--- config.mk ---
export PLATFORM = sky130hd
export DESIGN_NAME = ascii_hex_motor_servo_command_decoder
export DESIGN_NICKNAME = d
export VERILOG_FILES = /design/src/design/ahmsd_pkg.sv /design/src/design/ahmsd_front.sv /design/src/design/ahmsd_cmd_queue.sv /design/src/design/ahmsd_back.sv /design/src/design/ascii_hex_motor_servo_command_decoder.sv
export VERILOG_INCLUDE_DIRS = /design/src /design/src/design
export SDC_FILE = /design/constraint.sdc
export NUM_CORES = 1
export LEC_CHECK = 0
export ABC_AREA = 1
export BUFFER_PORTS_ARGS = -buffer_cell sky130_fd_sc_hd__buf_2
export CAP_MARGIN = 40
export CORE_UTILIZATION = 30
export CTS_BUF_LIST = sky130_fd_sc_hd__clkbuf_2 sky130_fd_sc_hd__clkbuf_4 sky130_fd_sc_hd__clkbuf_8
export DETAILED_ROUTE_END_ITERATION = 16
export GPL_ROUTABILITY_DRIVEN = 0
export SYNTH_ARGS = -nofsm -noshare
export SYNTH_HDL_FRONTEND = slang
export SYNTH_HIERARCHICAL = 1
export SYNTH_SLANG_ARGS = --single-unit
--- constraint.sdc ---
create_clock -name clk -period 7 [get_ports clk]
set_input_delay 0.35 -clock clk [delete_from_list [all_inputs] [get_ports clk]]
set_output_delay 0.35 -clock clk [all_outputs]
set_load 0.1 [all_outputs]
--- src/design/ascii_hex_motor_servo_command_decoder_defines.svh ---
// ---------------------------------------------------------------------------
// Assertion macros for the motor/servo command decoder
// Shared property templates. Each use sits on a line of its own.
// ---------------------------------------------------------------------------
`ifndef ASCII_HEX_MOTOR_SERVO_COMMAND_DECODER_DEFINES_SVH
`define ASCII_HEX_MOTOR_SERVO_COMMAND_DECODER_DEFINES_SVH

// same-cycle implication, disabled while reset is asserted
`define AHMSD_ASSERT_IMPL(label, clk, rst_n, pre, post, msg) \
	label: assert property (@(posedge clk) disable iff (!rst_n) (pre) |-> (post)) \
		else $error(msg);

// next-cycle implication, disabled while reset is asserted
`define AHMSD_ASSERT_NEXT(label, clk, rst_n, pre, post, msg) \
	label: assert property (@(posedge clk) disable iff (!rst_n) (pre) |=> (post)) \
		else $error(msg);

`endif

--- src/design/ahmsd_pkg.sv ---
// ---------------------------------------------------------------------------
// ahmsd_pkg
// Types and constants shared by the command decoder front, queue and back.
// ---------------------------------------------------------------------------
package ahmsd_pkg;

	localparam logic [7:0] CHAR_MINUS  = 8'h2D;
	localparam logic [7:0] CHAR_ZERO   = 8'h30;
	localparam logic [7:0] CHAR_ONE    = 8'h31;
	localparam logic [7:0] CHAR_NINE   = 8'h39;
	localparam logic [7:0] CHAR_UA     = 8'h41;
	localparam logic [7:0] CHAR_UF     = 8'h46;
	// 'A' - 10, so that 'A' maps to digit 10
	localparam logic [7:0] CHAR_UA_M10 = 8'h37;

	localparam logic [5:0] LAST_POS_KIND0 = 6'd32;
	localparam logic [5:0] LAST_POS_KIND1 = 6'd8;

	localparam logic [11:0] MOTOR_LIMIT = 12'd1000;
	localparam logic [11:0] SERVO_LIMIT = 12'd180;
	localparam logic [11:0] PULSE_BASE  = 12'd500;

	// floor(a*2000/180) = floor(a*100*29128 / 2^18) for a <= 180
	localparam int          PULSE_SHIFT = 18;
	localparam logic [29:0] PULSE_RECIP = 30'd2912800;

	localparam int QDEPTH = 2;
	localparam int QPTR_W = 1;
	localparam int QCNT_W = 2;

	typedef struct packed {
		logic       store_en;
		logic       emit;
		logic       is_servo;
		logic [1:0] slot;
		logic       reverse;
		logic [9:0] duty;
		logic [7:0] angle;
	} cmd_t;

	typedef struct packed {
		logic [3:0]       reverse;
		logic [3:0][9:0]  duty;
		logic [3:0][11:0] pulse;
	} res_t;

endpackage

--- src/design/ahmsd_front.sv ---
// ---------------------------------------------------------------------------
// ahmsd_front
// Frame parser: tracks byte position, assembles sign and hex digits into a
// field, clamps it and issues store/emit commands to the queue.
// ---------------------------------------------------------------------------
`include "ascii_hex_motor_servo_command_decoder_defines.svh"

module ahmsd_front import ahmsd_pkg::*; (
	input  logic       clk,
	input  logic       arst_n,
	input  logic [7:0] rx_byte,
	input  logic       frame_start,
	input  logic       accept,
	output logic       cmd_push,
	output cmd_t       cmd
);

	logic [5:0]  pos_q, pos_d;
	logic        kind_q, kind_d;
	logic        active_q, active_d;
	logic        neg_q, neg_d;
	logic [11:0] mag_q, mag_d;

	logic [5:0]  pos_m1;
	logic [1:0]  offset;
	logic [2:0]  field;
	logic [3:0]  digit;
	logic [11:0] mag_cat;
	logic [5:0]  last_pos;

	function automatic logic [3:0] hex_digit(input logic [7:0] c);
		logic [7:0] t;
		t = 8'd0;
		if (c >= CHAR_ZERO && c <= CHAR_NINE) begin
			t = c - CHAR_ZERO;
		end else if (c >= CHAR_UA && c <= CHAR_UF) begin
			t = c - CHAR_UA_M10;
		end
		return t[3:0];
	endfunction

	always_comb begin
		pos_d    = pos_q;
		kind_d   = kind_q;
		active_d = active_q;
		neg_d    = neg_q;
		mag_d    = mag_q;
		cmd      = '0;
		cmd_push = 1'b0;

		pos_m1   = pos_q - 6'd1;
		offset   = pos_m1[1:0];
		field    = pos_m1[4:2];
		digit    = hex_digit(rx_byte);
		mag_cat  = {mag_q[7:0], digit};
		last_pos = kind_q ? LAST_POS_KIND1 : LAST_POS_KIND0;

		cmd.is_servo = !kind_q && field[2];
		cmd.slot     = kind_q ? ((field == 3'd0) ? 2'd1 : 2'd0) : field[1:0];
		cmd.reverse  = neg_q || (mag_cat == 12'd0);
		cmd.duty     = (mag_cat > MOTOR_LIMIT) ? MOTOR_LIMIT[9:0] : mag_cat[9:0];
		if (neg_q) begin
			cmd.angle = 8'd0;
		end else begin
			cmd.angle = (mag_cat > SERVO_LIMIT) ? SERVO_LIMIT[7:0] : mag_cat[7:0];
		end

		if (accept) begin
			if (frame_start) begin
				pos_d  = 6'd1;
				neg_d  = 1'b0;
				mag_d  = 12'd0;
				active_d = (rx_byte == CHAR_ZERO) || (rx_byte == CHAR_ONE);
				if (rx_byte == CHAR_ZERO) begin
					kind_d = 1'b0;
				end else if (rx_byte == CHAR_ONE) begin
					kind_d = 1'b1;
				end
			end else if (active_q) begin
				if (offset == 2'd0) begin
					neg_d = (rx_byte == CHAR_MINUS);
					mag_d = 12'd0;
				end else begin
					mag_d = mag_cat;
				end
				cmd.store_en = (offset == 2'd3);
				cmd.emit     = (pos_q >= last_pos);
				cmd_push     = cmd.store_en || cmd.emit;
				if (cmd.emit) begin
					active_d = 1'b0;
					pos_d    = 6'd0;
				end else begin
					pos_d = pos_q + 6'd1;
				end
			end
		end
	end

	always_ff @(posedge clk or negedge arst_n) begin
		if (!arst_n) begin
			pos_q    <= 6'd0;
			kind_q   <= 1'b0;
			active_q <= 1'b0;
			neg_q    <= 1'b0;
			mag_q    <= 12'd0;
		end else begin
			pos_q    <= pos_d;
			kind_q   <= kind_d;
			active_q <= active_d;
			neg_q    <= neg_d;
			mag_q    <= mag_d;
		end
	end

	`AHMSD_ASSERT_IMPL(a_motor_duty_clamped, clk, arst_n, cmd_push && cmd.store_en && !cmd.is_servo, cmd.duty <= MOTOR_LIMIT[9:0], "motor duty above limit")
	`AHMSD_ASSERT_IMPL(a_servo_angle_clamped, clk, arst_n, cmd_push && cmd.store_en && cmd.is_servo, cmd.angle <= SERVO_LIMIT[7:0], "servo angle above limit")
	`AHMSD_ASSERT_NEXT(a_emit_closes_frame, clk, arst_n, cmd_push && cmd.emit, !active_q && pos_q == 6'd0, "frame still open after emit")

endmodule

--- src/design/ahmsd_cmd_queue.sv ---
// ---------------------------------------------------------------------------
// ahmsd_cmd_queue
// Short command queue between parser and executor; decouples their stalls.
// ---------------------------------------------------------------------------
`include "ascii_hex_motor_servo_command_decoder_defines.svh"

module ahmsd_cmd_queue import ahmsd_pkg::*; (
	input  logic clk,
	input  logic arst_n,
	input  logic wr_en,
	input  cmd_t wr_data,
	output logic full,
	input  logic rd_en,
	output logic rd_valid,
	output cmd_t rd_data
);

	cmd_t              mem_q [QDEPTH];
	logic [QPTR_W-1:0] wr_ptr_q;
	logic [QPTR_W-1:0] rd_ptr_q;
	logic [QCNT_W-1:0] cnt_q;

	assign full     = (cnt_q == QCNT_W'(QDEPTH));
	assign rd_valid = (cnt_q != '0);
	assign rd_data  = mem_q[rd_ptr_q];

	always_ff @(posedge clk) begin
		if (wr_en) begin
			mem_q[wr_ptr_q] <= wr_data;
		end
	end

	always_ff @(posedge clk or negedge arst_n) begin
		if (!arst_n) begin
			wr_ptr_q <= '0;
			rd_ptr_q <= '0;
			cnt_q    <= '0;
		end else begin
			if (wr_en) begin
				wr_ptr_q <= wr_ptr_q + QPTR_W'(1);
			end
			if (rd_en) begin
				rd_ptr_q <= rd_ptr_q + QPTR_W'(1);
			end
			case ({wr_en, rd_en})
				2'b10:   cnt_q <= cnt_q + QCNT_W'(1);
				2'b01:   cnt_q <= cnt_q - QCNT_W'(1);
				default: cnt_q <= cnt_q;
			endcase
		end
	end

	`AHMSD_ASSERT_NEXT(a_fill_tracks_write, clk, arst_n, wr_en && !rd_en, cnt_q == $past(cnt_q) + QCNT_W'(1), "queue count lost a write")

endmodule

--- src/design/ahmsd_back.sv ---
// ---------------------------------------------------------------------------
// ahmsd_back
// Executor: applies stores to the held motor and servo values and captures
// a result snapshot into the output register on emit.
// ---------------------------------------------------------------------------
`include "ascii_hex_motor_servo_command_decoder_defines.svh"

module ahmsd_back import ahmsd_pkg::*; (
	input  logic clk,
	input  logic arst_n,
	input  logic cmd_valid,
	input  cmd_t cmd,
	output logic cmd_take,
	input  logic res_pop,
	output logic res_valid,
	output res_t res
);

	logic [3:0]       rev_q, rev_d;
	logic [3:0][9:0]  duty_q, duty_d;
	logic [3:0][11:0] pulse_q, pulse_d;
	logic             out_valid_q;
	res_t             res_q;

	logic [29:0] prod;
	logic [11:0] pulse_new;

	// hold an emit while the output register still waits for a transfer
	assign cmd_take  = cmd_valid && (!cmd.emit || !out_valid_q || res_pop);
	assign res_valid = out_valid_q;
	assign res       = res_q;

	always_comb begin
		rev_d     = rev_q;
		duty_d    = duty_q;
		pulse_d   = pulse_q;
		prod      = {22'd0, cmd.angle} * PULSE_RECIP;
		pulse_new = prod[29:PULSE_SHIFT] + PULSE_BASE;
		if (cmd_take && cmd.store_en) begin
			if (cmd.is_servo) begin
				pulse_d[cmd.slot] = pulse_new;
			end else begin
				rev_d[cmd.slot]  = cmd.reverse;
				duty_d[cmd.slot] = cmd.duty;
			end
		end
	end

	always_ff @(posedge clk or negedge arst_n) begin
		if (!arst_n) begin
			rev_q       <= '1;
			duty_q      <= '0;
			pulse_q     <= {4{PULSE_BASE}};
			out_valid_q <= 1'b0;
		end else begin
			rev_q   <= rev_d;
			duty_q  <= duty_d;
			pulse_q <= pulse_d;
			if (cmd_take && cmd.emit) begin
				out_valid_q <= 1'b1;
			end else if (res_pop) begin
				out_valid_q <= 1'b0;
			end
		end
	end

	always_ff @(posedge clk) begin
		if (cmd_take && cmd.emit) begin
			res_q.reverse <= rev_d;
			res_q.duty    <= duty_d;
			res_q.pulse   <= pulse_d;
		end
	end

	`AHMSD_ASSERT_NEXT(a_emit_sets_valid, clk, arst_n, cmd_take && cmd.emit, out_valid_q, "emit did not load result")
	`AHMSD_ASSERT_IMPL(a_no_overwrite, clk, arst_n, cmd_take && cmd.emit && out_valid_q, res_pop, "result overwritten before transfer")

endmodule

--- src/design/ascii_hex_motor_servo_command_decoder.sv ---
// ---------------------------------------------------------------------------
// ascii_hex_motor_servo_command_decoder
// ASCII hex command frame decoder for four motors and four servos.
// ---------------------------------------------------------------------------
// channel   handshake          payload
// input     push / full        rx_byte, frame_start
// result    empty / pop        motorN_reverse, motorN_duty, servoN_pulse
//
// One byte is taken every cycle while full is low; the parser has no iteration.
// A result shows on the ports from the executor's output register: the
// command queue takes the command at the edge that transfers the frame's
// last byte, then the executor loads its output register from the queue
// head unless a waiting result stalls it (servo pulse multiply sits there).
// Reset: parser idle, motors reverse 1 / duty 0, servo pulses 500.
// A waiting result stalls the next emit command in the two-entry queue;
// full rises once that queue holds two commands.
// ---------------------------------------------------------------------------
module ascii_hex_motor_servo_command_decoder import ahmsd_pkg::*; (
	input  logic        clk,
	input  logic        arst_n,
	input  logic        push,
	output logic        full,
	input  logic [7:0]  rx_byte,
	input  logic        frame_start,
	output logic        empty,
	input  logic        pop,
	output logic        motor1_reverse,
	output logic [9:0]  motor1_duty,
	output logic        motor2_reverse,
	output logic [9:0]  motor2_duty,
	output logic        motor3_reverse,
	output logic [9:0]  motor3_duty,
	output logic        motor4_reverse,
	output logic [9:0]  motor4_duty,
	output logic [11:0] servo1_pulse,
	output logic [11:0] servo2_pulse,
	output logic [11:0] servo3_pulse,
	output logic [11:0] servo4_pulse
);

	logic accept;
	logic cmd_push;
	cmd_t cmd_in;
	logic q_full;
	logic q_valid;
	cmd_t q_head;
	logic q_take;
	logic res_valid;
	res_t res;

	assign accept = push && !q_full;
	assign full   = q_full;
	assign empty  = !res_valid;

	ahmsd_front u_front (
		.clk         (clk),
		.arst_n      (arst_n),
		.rx_byte     (rx_byte),
		.frame_start (frame_start),
		.accept      (accept),
		.cmd_push    (cmd_push),
		.cmd         (cmd_in)
	);

	ahmsd_cmd_queue u_queue (
		.clk      (clk),
		.arst_n   (arst_n),
		.wr_en    (cmd_push),
		.wr_data  (cmd_in),
		.full     (q_full),
		.rd_en    (q_take),
		.rd_valid (q_valid),
		.rd_data  (q_head)
	);

	ahmsd_back u_back (
		.clk       (clk),
		.arst_n    (arst_n),
		.cmd_valid (q_valid),
		.cmd       (q_head),
		.cmd_take  (q_take),
		.res_pop   (pop),
		.res_valid (res_valid),
		.res       (res)
	);

	assign motor1_reverse = res.reverse[0];
	assign motor2_reverse = res.reverse[1];
	assign motor3_reverse = res.reverse[2];
	assign motor4_reverse = res.reverse[3];
	assign motor1_duty    = res.duty[0];
	assign motor2_duty    = res.duty[1];
	assign motor3_duty    = res.duty[2];
	assign motor4_duty    = res.duty[3];
	assign servo1_pulse   = res.pulse[0];
	assign servo2_pulse   = res.pulse[1];
	assign servo3_pulse   = res.pulse[2];
	assign servo4_pulse   = res.pulse[3];

endmodule

==> metrics.cfg, run 1 <==
[layout]
antennaDiodeCount=0
fin_area_um2=14300
instances_no_fill=1853
area_growth_pct=16.5
nets=1399
drive_above_1_share=0.232

[route]
antenna_left=0
via_per_inst=4.37
drtIter0Drc=358
wl_mm=25.1
routedWlPerCell_um=13.6
drc=0
drt_pass1_iterations=5
vias=8095

[worst_setup_path]
cp.required_ps=7270
cp_top_family=adder cells
startpoint_type=flip-flop
cp_max_fo=25
crit_buf_inv=5
worstPathArrival_ps=5940
worstPathCellList=o21ai_0 -> clkbuf_2 -> fa_1 -> fa_1 -> fa_1 -> inv_1 -> fa_1 -> inv_1 -> ha_1 -> nand2_2 -> nor2_2 -> inv_2 -> nor2_4 -> nand2_1 -> nand4_1 -> nand2_2 -> ha_1 -> nor2_2 -> nand2_1 -> o21ai_2 -> nand3_1 -> o21ai_0 -> inv_1
critPathSlowestCell=dfrtp_1
slowest_delay_ps=820
criticalPathCategory=reg -> reg
critPathCaptureType=flip-flop
critPathMostFrequentCell=fa_1

[worst_hold_path]
worstHoldPathType=in -> reg

[clocking]
clock-sinks=254
htree_levels=2
path_clk_slew_ps=60
cts_tree=done
numCtsBuffers=39
cts_buffer_depth=3
root_buffer=clkbuf_8
clkLatencyLatePin_ps=540
postCtsResizedCells=0

[status]
status=complete, no violations

[grt]
grt_pass1_vias=8202
antenna_found_initial=0
grt_first_pass_wirelength_mm=42.0
gr-total-overflow=0
grt_usage=0.125
grt_max_degree=63

[yosys]
ys_ff_latch=254
synth_nets=1257
synth-main-ff-cell=edfxtp_1
yosysSeqAreaShare=0.578
synth_top_cell_by_area=edfxtp_1
yosysMostFrequentCell=inv_1
ys_warn_count=6
yosys-top-cells-count=inv_1 (202), nand2_1 (171), edfxtp_1 (140)
synth_area_um2=12300
synth-edff-count=140
synth.top_cell.area_share=0.343
synthArstFlopShare=0.449
synthTopCellsByArea=edfxtp_1 (34%), dfrtp_1 (18%), ha_1 (6.8%)
yosys.cell_types.count=49
netlist_instances=1156
synth.avg_cell_area_um2=10.6

[sta]
final.setup.tns_ps=0
rsz0062_at_grt=false
drv_slew=0
tightest_slew_ps=833
achievable-frequency_mhz=177
max-slew-margin-rel=0.445
fin_crit_sh=0.809
setup_viol=0
finClkSkew_ps=23.0
finalHoldViolations=0
finalCriticalPeriod_ps=5660

[die]
die-area_um2=41700
die_y_um=204
initial_core_util=0.307
rows=73
core_area_um2=40000
io_pins=107
die_x_um=204

[place]
place_area_um2=13500
place_inst=1779
dp_hpwl_mm=18.3
portBuffers=106

[flow_run]
cap_violations=0

## final cells by class
| type | instances | area [um2] |
|---|---|---|
| tap | 525 | 657 |
| timing repair buffer | 122 | 666 |
| multi-input combinational | 676 | 4310 |
| clock inverter | 16 | 108 |
| fill | 4040 | 25700 |
| inverter | 205 | 771 |
| sequential | 254 | 7090 |
| clock buffer | 55 | 688 |
## cells in the final DEF, fill, tap and decap left out, types with 3 or more instances in the layout
master	netlist	final
nand2_2	16	16
nor2_4	5	5
clkbuf_8	0	44
inv_2	3	3
o21ai_1	7	7
nor2_2	10	12
nand4_1	10	10
edfxtp_1	140	140
nand3_1	62	62
a21oi_1	78	78
nand2_1	171	171
nor2_1	95	93
o21ai_0	41	41
buf_4	2	12
fa_1	21	21
or2_2	13	13
o21ai_2	12	12
inv_1	202	201
xor2_1	8	8
o22ai_1	4	4
clkinv_2	0	6
clkbuf_4	0	11
dfrtp_1	86	86
ha_1	67	67
nor3_1	8	8
dfstp_2	28	28
xnor2_1	4	4
clkinv_1	0	7
nand3_2	9	9
mux2_2	12	12
buf_2	6	106
## sequential cells by signal, indices dropped and copies added, names as in the netlist
| register | count |
|---|---|
| u_front/pos_q | 6 |
| u_back/pulse_q | 48 |
| u_queue/rd_ptr_q | 1 |
| u_queue/wr_ptr_q | 1 |
| u_front/kind_q | 1 |
| u_queue/mem_q | 48 |
| u_back/duty_q | 40 |
| u_queue/cnt_q | 2 |
| u_front/neg_q | 1 |
| u_front/active_q | 1 |
| u_back/res | 92 |
| u_back/rev_q | 4 |
| u_back/res_valid | 1 |
| u_front/mag_q | 8 |
## per-layer routing
layer | track usage | share of wire
met3 | 0.0255 | 0.043
met1 | 0.167 | 0.47
met2 | 0.208 | 0.47
met5 | 0 | 0
met4 | 0.0301 | 0.013
## worst min-delay path, cell delays in order
cell and delay [ps]:
buf_2 80, inv_1 40, nand2_1 50, nand2_1 50
## logic make-up (layout without fill, tap and decap cells)
family | Yosys count | after routing | synth area share
XOR/XNOR | 13 | 13 | 0.00990
multiplexers | 12 | 12 | 0.0110
AND/OR/NAND/NOR | 409 | 409 | 0.156
AO/OA/AOI/OAI | 154 | 154 | 0.0716
adder cells (fa/ha/maj) | 88 | 88 | 0.103
flip-flops | 254 | 254 | 0.578
buffers and inverters | 226 | 398 | 0.0710
## what timing repair did
item                      CTS  global route
hold buffers                1             0
buffers inserted            0             0
hold endpoints to repair   57             0
## path summary, 6_finish.rpt
check	to	startpoint	slack, ps	depth (start not counted)
setup / recovery	u_back/res[44]	u_queue/rd_ptr_q	1340	23
hold / removal	u_back/res_valid	pop	60	4
max in group asynchronous	u_back/pulse_q[47]	arst_n	5270	3
hold reg to reg	u_back/pulse_q[37]	u_back/pulse_q[37]	470	2
setup reg to reg	u_back/res[44]	u_queue/rd_ptr_q	1340	23
min in group asynchronous	u_back/duty_q[35]	arst_n	450	2
## metrics by stage
| step | hold WS (ps) | setup WS [ps] | util |
|---|---|---|---|
| finish | 58.7 | 1340 | 0.357 |
| global route | 53.8 | 870 | 0.357 |
| CTS | 21.2 | 1020 | 0.357 |
| detailed placement | 465 | 1040 | 0.336 |
| global placement | 459 | 1220 | 0.336 |
| floorplan | 54.4 | 1790 | - |
Power of run 1 is not shown: default switching activity piles up to over one toggle a cycle in this logic, so the estimate is an artifact.
==> run 2, diff against run 1 <==
==> constraint.sdc (replaced) <==
create_clock -name clk -period 5.8 [get_ports clk]
set_input_delay 0.29 -clock clk [delete_from_list [all_inputs] [get_ports clk]]
set_output_delay 0.29 -clock clk [all_outputs]
set_load 0.1 [all_outputs]
==> metrics.cfg, run 2 (synthesis gave the netlist of run 1 again) <==
[sta]
finalCriticalPeriod_ps=5160
rsz0062_at_grt=false
finalHoldViolations=0
tightest_slew_ps=785
fin_crit_sh=0.889
final.setup.tns_ps=0
achievable-frequency_mhz=194
setup_viol=0
max-slew-margin-rel=0.476
drv_slew=0
finClkSkew_ps=28.9

[die]
core_area_um2=40000
die_y_um=204
rows=73
io_pins=107
initial_core_util=0.307
die-area_um2=41700
die_x_um=204

[clocking]
cts_buffer_depth=3
clkLatencyLatePin_ps=550
path_clk_slew_ps=60
clock-sinks=254
htree_levels=2
cts_tree=done
postCtsSetupRepairBufs=0
numCtsBuffers=40
root_buffer=clkbuf_8
postCtsResizedCells=0

[worst_hold_path]
worstHoldPathType=in -> reg

[layout]
fin_area_um2=14400
final_common_cell=inv_1
nets=1404
final_cell_mix=inv_1 (201), nand2_1 (171), edfxtp_1 (140), buf_2 (105), nor2_1 (94)
antennaDiodeCount=0
largest_reg_flops=92
fillers=4007
area_growth_pct=17.1
instances_no_fill=1860
drive_above_1_share=0.237

[grt]
grt_usage=0.126
grt_first_pass_wirelength_mm=41.9
gr-max-usage-layer=met2
antenna_found_initial=0
use_met2=0.205
grt_pass1_vias=8293
gr-usage-met1=0.169
grt_max_degree=61
grtUsageMet3=0.0230
gr-total-overflow=0

[route]
wl_mm=25.4
routedWlPerCell_um=13.7
drtIter0Drc=470
drt_pass1_iterations=5
drc=0
via_per_inst=4.37
antenna_left=0
vias=8134

[worst_setup_path]
startpoint_type=flip-flop
cp_max_fo=9
cp.required_ps=6090
critPathCaptureType=flip-flop
worstPathArrival_ps=5450
criticalPathCategory=reg -> reg

[place]
place_area_um2=13500
dp_hpwl_mm=18.5
place_inst=1784
portBuffers=106

[status]
status=complete, no violations

[flow_run]
cap_violations=0

-- run 2: per-layer routing --
layer / up-vias / part of all wire / wire (um)
li1: 4092 / - / -
met3: 40 / 0.039 / 989
met2: 165 / 0.46 / 11800
met1: 3837 / 0.48 / 12200
met5: - / 0 / 0
met4: 0 / 0.018 / 452
-- run 2: repair_timing --
item | CTS | global route
hold endpoints to repair | 54 | 0
endpoints found under the setup margin | 0 | 0
hold buffers | 2 | 0
-- run 2: path summary, 6_finish.rpt --
kind	from	end	slack, ps	cells after the start
worst min-delay path	rx_byte[5]	u_front/neg_q	40	3
worst max-delay path	u_queue/rd_ptr_q	u_back/res[10]	640	26
max in group asynchronous	arst_n	u_back/duty_q[11]	4130	3
worst min register to register	u_queue/cnt_q[1]	u_queue/cnt_q[1]	470	2
min in group asynchronous	arst_n	u_back/duty_q[8]	360	2
worst max register to register	u_queue/rd_ptr_q	u_back/res[10]	640	26
-- run 2: per-stage QoR --
step | hold slack (ps) | setup WS [ps] | utilization
after floorplan | -5.59 | 588 | -
after global placement | 416 | 693 | 0.337
after detailed placement | 418 | 604 | 0.338
after CTS | 5.97 | 591 | 0.359
after global routing | 36.2 | 282 | 0.359
final | 39.4 | 643 | 0.359
-- run 2: layout make-up --
type | count | area [um2] | share of cell area
Timing Repair Buffer | 126 | 708 | 0.0493
Inverter | 205 | 771 | 0.0537
Multi-Input combinational cell | 676 | 4300 | 0.300
Clock buffer | 66 | 783 | 0.0545
Sequential cell | 254 | 7090 | 0.494
Tap cell | 525 | 657 | 0.0457
Clock inverter | 8 | 43.8 | 0.00305
-- run 2: critical path, stage by stage (launching register included) --
cell     delay (ps)
dfrtp_1         470
buf_4           210
nand2_1          60
o21ai_0          70
buf_4           170
ha_1            320
inv_1            60
fa_1            480
fa_1            510
inv_1            50
fa_1            520
inv_1            40
ha_1            370
nand2_2          90
nor2_2          140
inv_2            60
nor2_4          100
nand2_1          70
nand4_1          90
nand2_2          90
ha_1            240
nor2_2          180
nand3_2         190
nand3_2         140
nand3_1          80
nand2_1          60
inv_1            50
Power of run 2 is left out for the same reason.
==> run 3, diff against run 2 <==
==> constraint.sdc (replaced) <==
create_clock -name clk -period 4.6 [get_ports clk]
set_input_delay 0.23 -clock clk [delete_from_list [all_inputs] [get_ports clk]]
set_output_delay 0.23 -clock clk [all_outputs]
set_load 0.1 [all_outputs]
==> metrics.cfg, run 3 (synthesis gave the netlist of run 1 again) <==
[route]
drc=0
antenna_left=0
wl_mm=26.8
routedWlPerCell_um=13.9
via_per_inst=4.37
drt_pass1_iterations=4
drtIter0Drc=395
vias=8420

[status]
status=finished, violations left
violations=negative setup slack

[die]
core_area_um2=40000
die_x_um=204
initial_core_util=0.307
io_pins=107
die_y_um=204
rows=73
die-area_um2=41700

[layout]
final_cell_mix=inv_1 (190), nand2_1 (158), edfxtp_1 (140), buf_2 (105), nor2_1 (90)
final_common_cell=inv_1
area_growth_pct=24.9
drive_above_1_share=0.313
nets=1470
instances_no_fill=1926
antennaDiodeCount=0
largest_reg_flops=92

[clocking]
cts_tree=done
path_clk_slew_ps=60
root_buffer=clkbuf_8
htree_levels=2
cts_buffer_depth=3
clock-sinks=254
numCtsBuffers=40
clkLatencyLatePin_ps=550

[place]
dp_hpwl_mm=18.9
post-place-ws_ps=-148
portBuffers=106
place_inst=1833

[sta]
rsz0062_at_grt=true
finClkSkew_ps=35.9
drv_slew=0
setup_slack_ps=-111
finalHoldViolations=0
fin_crit_sh=1.02
finalCriticalPeriod_ps=4710
achievable-frequency_mhz=212
final.setup.tns_ps=-1070
tightest_slew_ps=689
setup_viol=32
max-slew-margin-rel=0.540

[grt]
gr-total-overflow=0
grt_first_pass_wirelength_mm=43.9
grt_pass1_vias=8579
grt_max_degree=84
antenna_found_initial=0
grt_usage=0.131

[worst_setup_path]
cp.required_ps=4890
criticalPathCategory=reg -> reg
critPathCaptureType=flip-flop
startpoint_type=flip-flop
cp_max_fo=7
worstPathArrival_ps=5000

[flow_run]
cap_violations=0

[worst_hold_path]
worstHoldPathType=in -> reg

==> run 3: cell type report <==
class	instances	area, um2
Clock inverter	12	85.1
Timing Repair Buffer	192	1230
Fill cell	3919	24700
Tap cell	525	657
Clock buffer	62	759
Multi-Input combinational cell	676	4720
Inverter	205	771
Sequential cell	254	7090
==> run 3: per-layer routing <==
layer / vias up / share of wire / GRT usage
met1: 3987 / 0.47 / 0.173
met5: - / 0 / 0
li1: 4229 / - / -
met4: 0 / 0.023 / 0.0376
met3: 49 / 0.037 / 0.0241
met2: 155 / 0.47 / 0.218
==> run 3: path summary, 6_finish.rpt <==
kind,startpoint,to,slack [ps],cells after the start
hold reg to reg,u_back/pulse_q[37],u_back/pulse_q[37],480,2
hold / removal,frame_start,u_front/mag_q[6],60,4
max in group asynchronous,arst_n,u_back/duty_q[24],3380,3
min in group asynchronous,arst_n,u_back/pulse_q[0],170,2
setup reg to reg,u_queue/rd_ptr_q,u_back/res[44],-110,21
setup / recovery,u_queue/rd_ptr_q,u_back/res[44],-110,21
==> run 3: metrics by stage <==
stage           util  hold WS, ps  instance area (um2)
3_5_place_dp   0.348          203                13900
2_1_floorplan      -        -65.6                12300
3_3_place_gp   0.348          200                13900
6_report       0.383         62.0                15300
5_1_grt        0.383         56.3                15300
4_1_cts        0.377         26.3                15100
==> run 3: timing repair <==
action / CTS / global route
buffers inserted: 6 / 10
endpoints found under the setup margin: 52 / 65
cloned: 0 / 0
resized for setup: 40 / 42
hold buffers: 5 / 0
pin swaps: 26 / 31
endpoints found under the hold margin: 29 / 0
==> run 3: worst max-delay path, cell delays in order, from the launching register on <==
cell and delay [ps]:
dfrtp_2 470, buf_6 160, o21ai_2 210, ha_4 250, ha_1 270, inv_1 50
fa_1 480, fa_1 520, inv_1 50, ha_1 330, nand2_2 100, nor2_1 210
nand3_2 160, nand4_1 160, nand2_2 130, ha_4 200, nor2_4 140, nand2_4 90
o21ai_4 200, nand3_1 110, o21ai_1 90, inv_1 70
Power of run 3 is left out for the same reason.
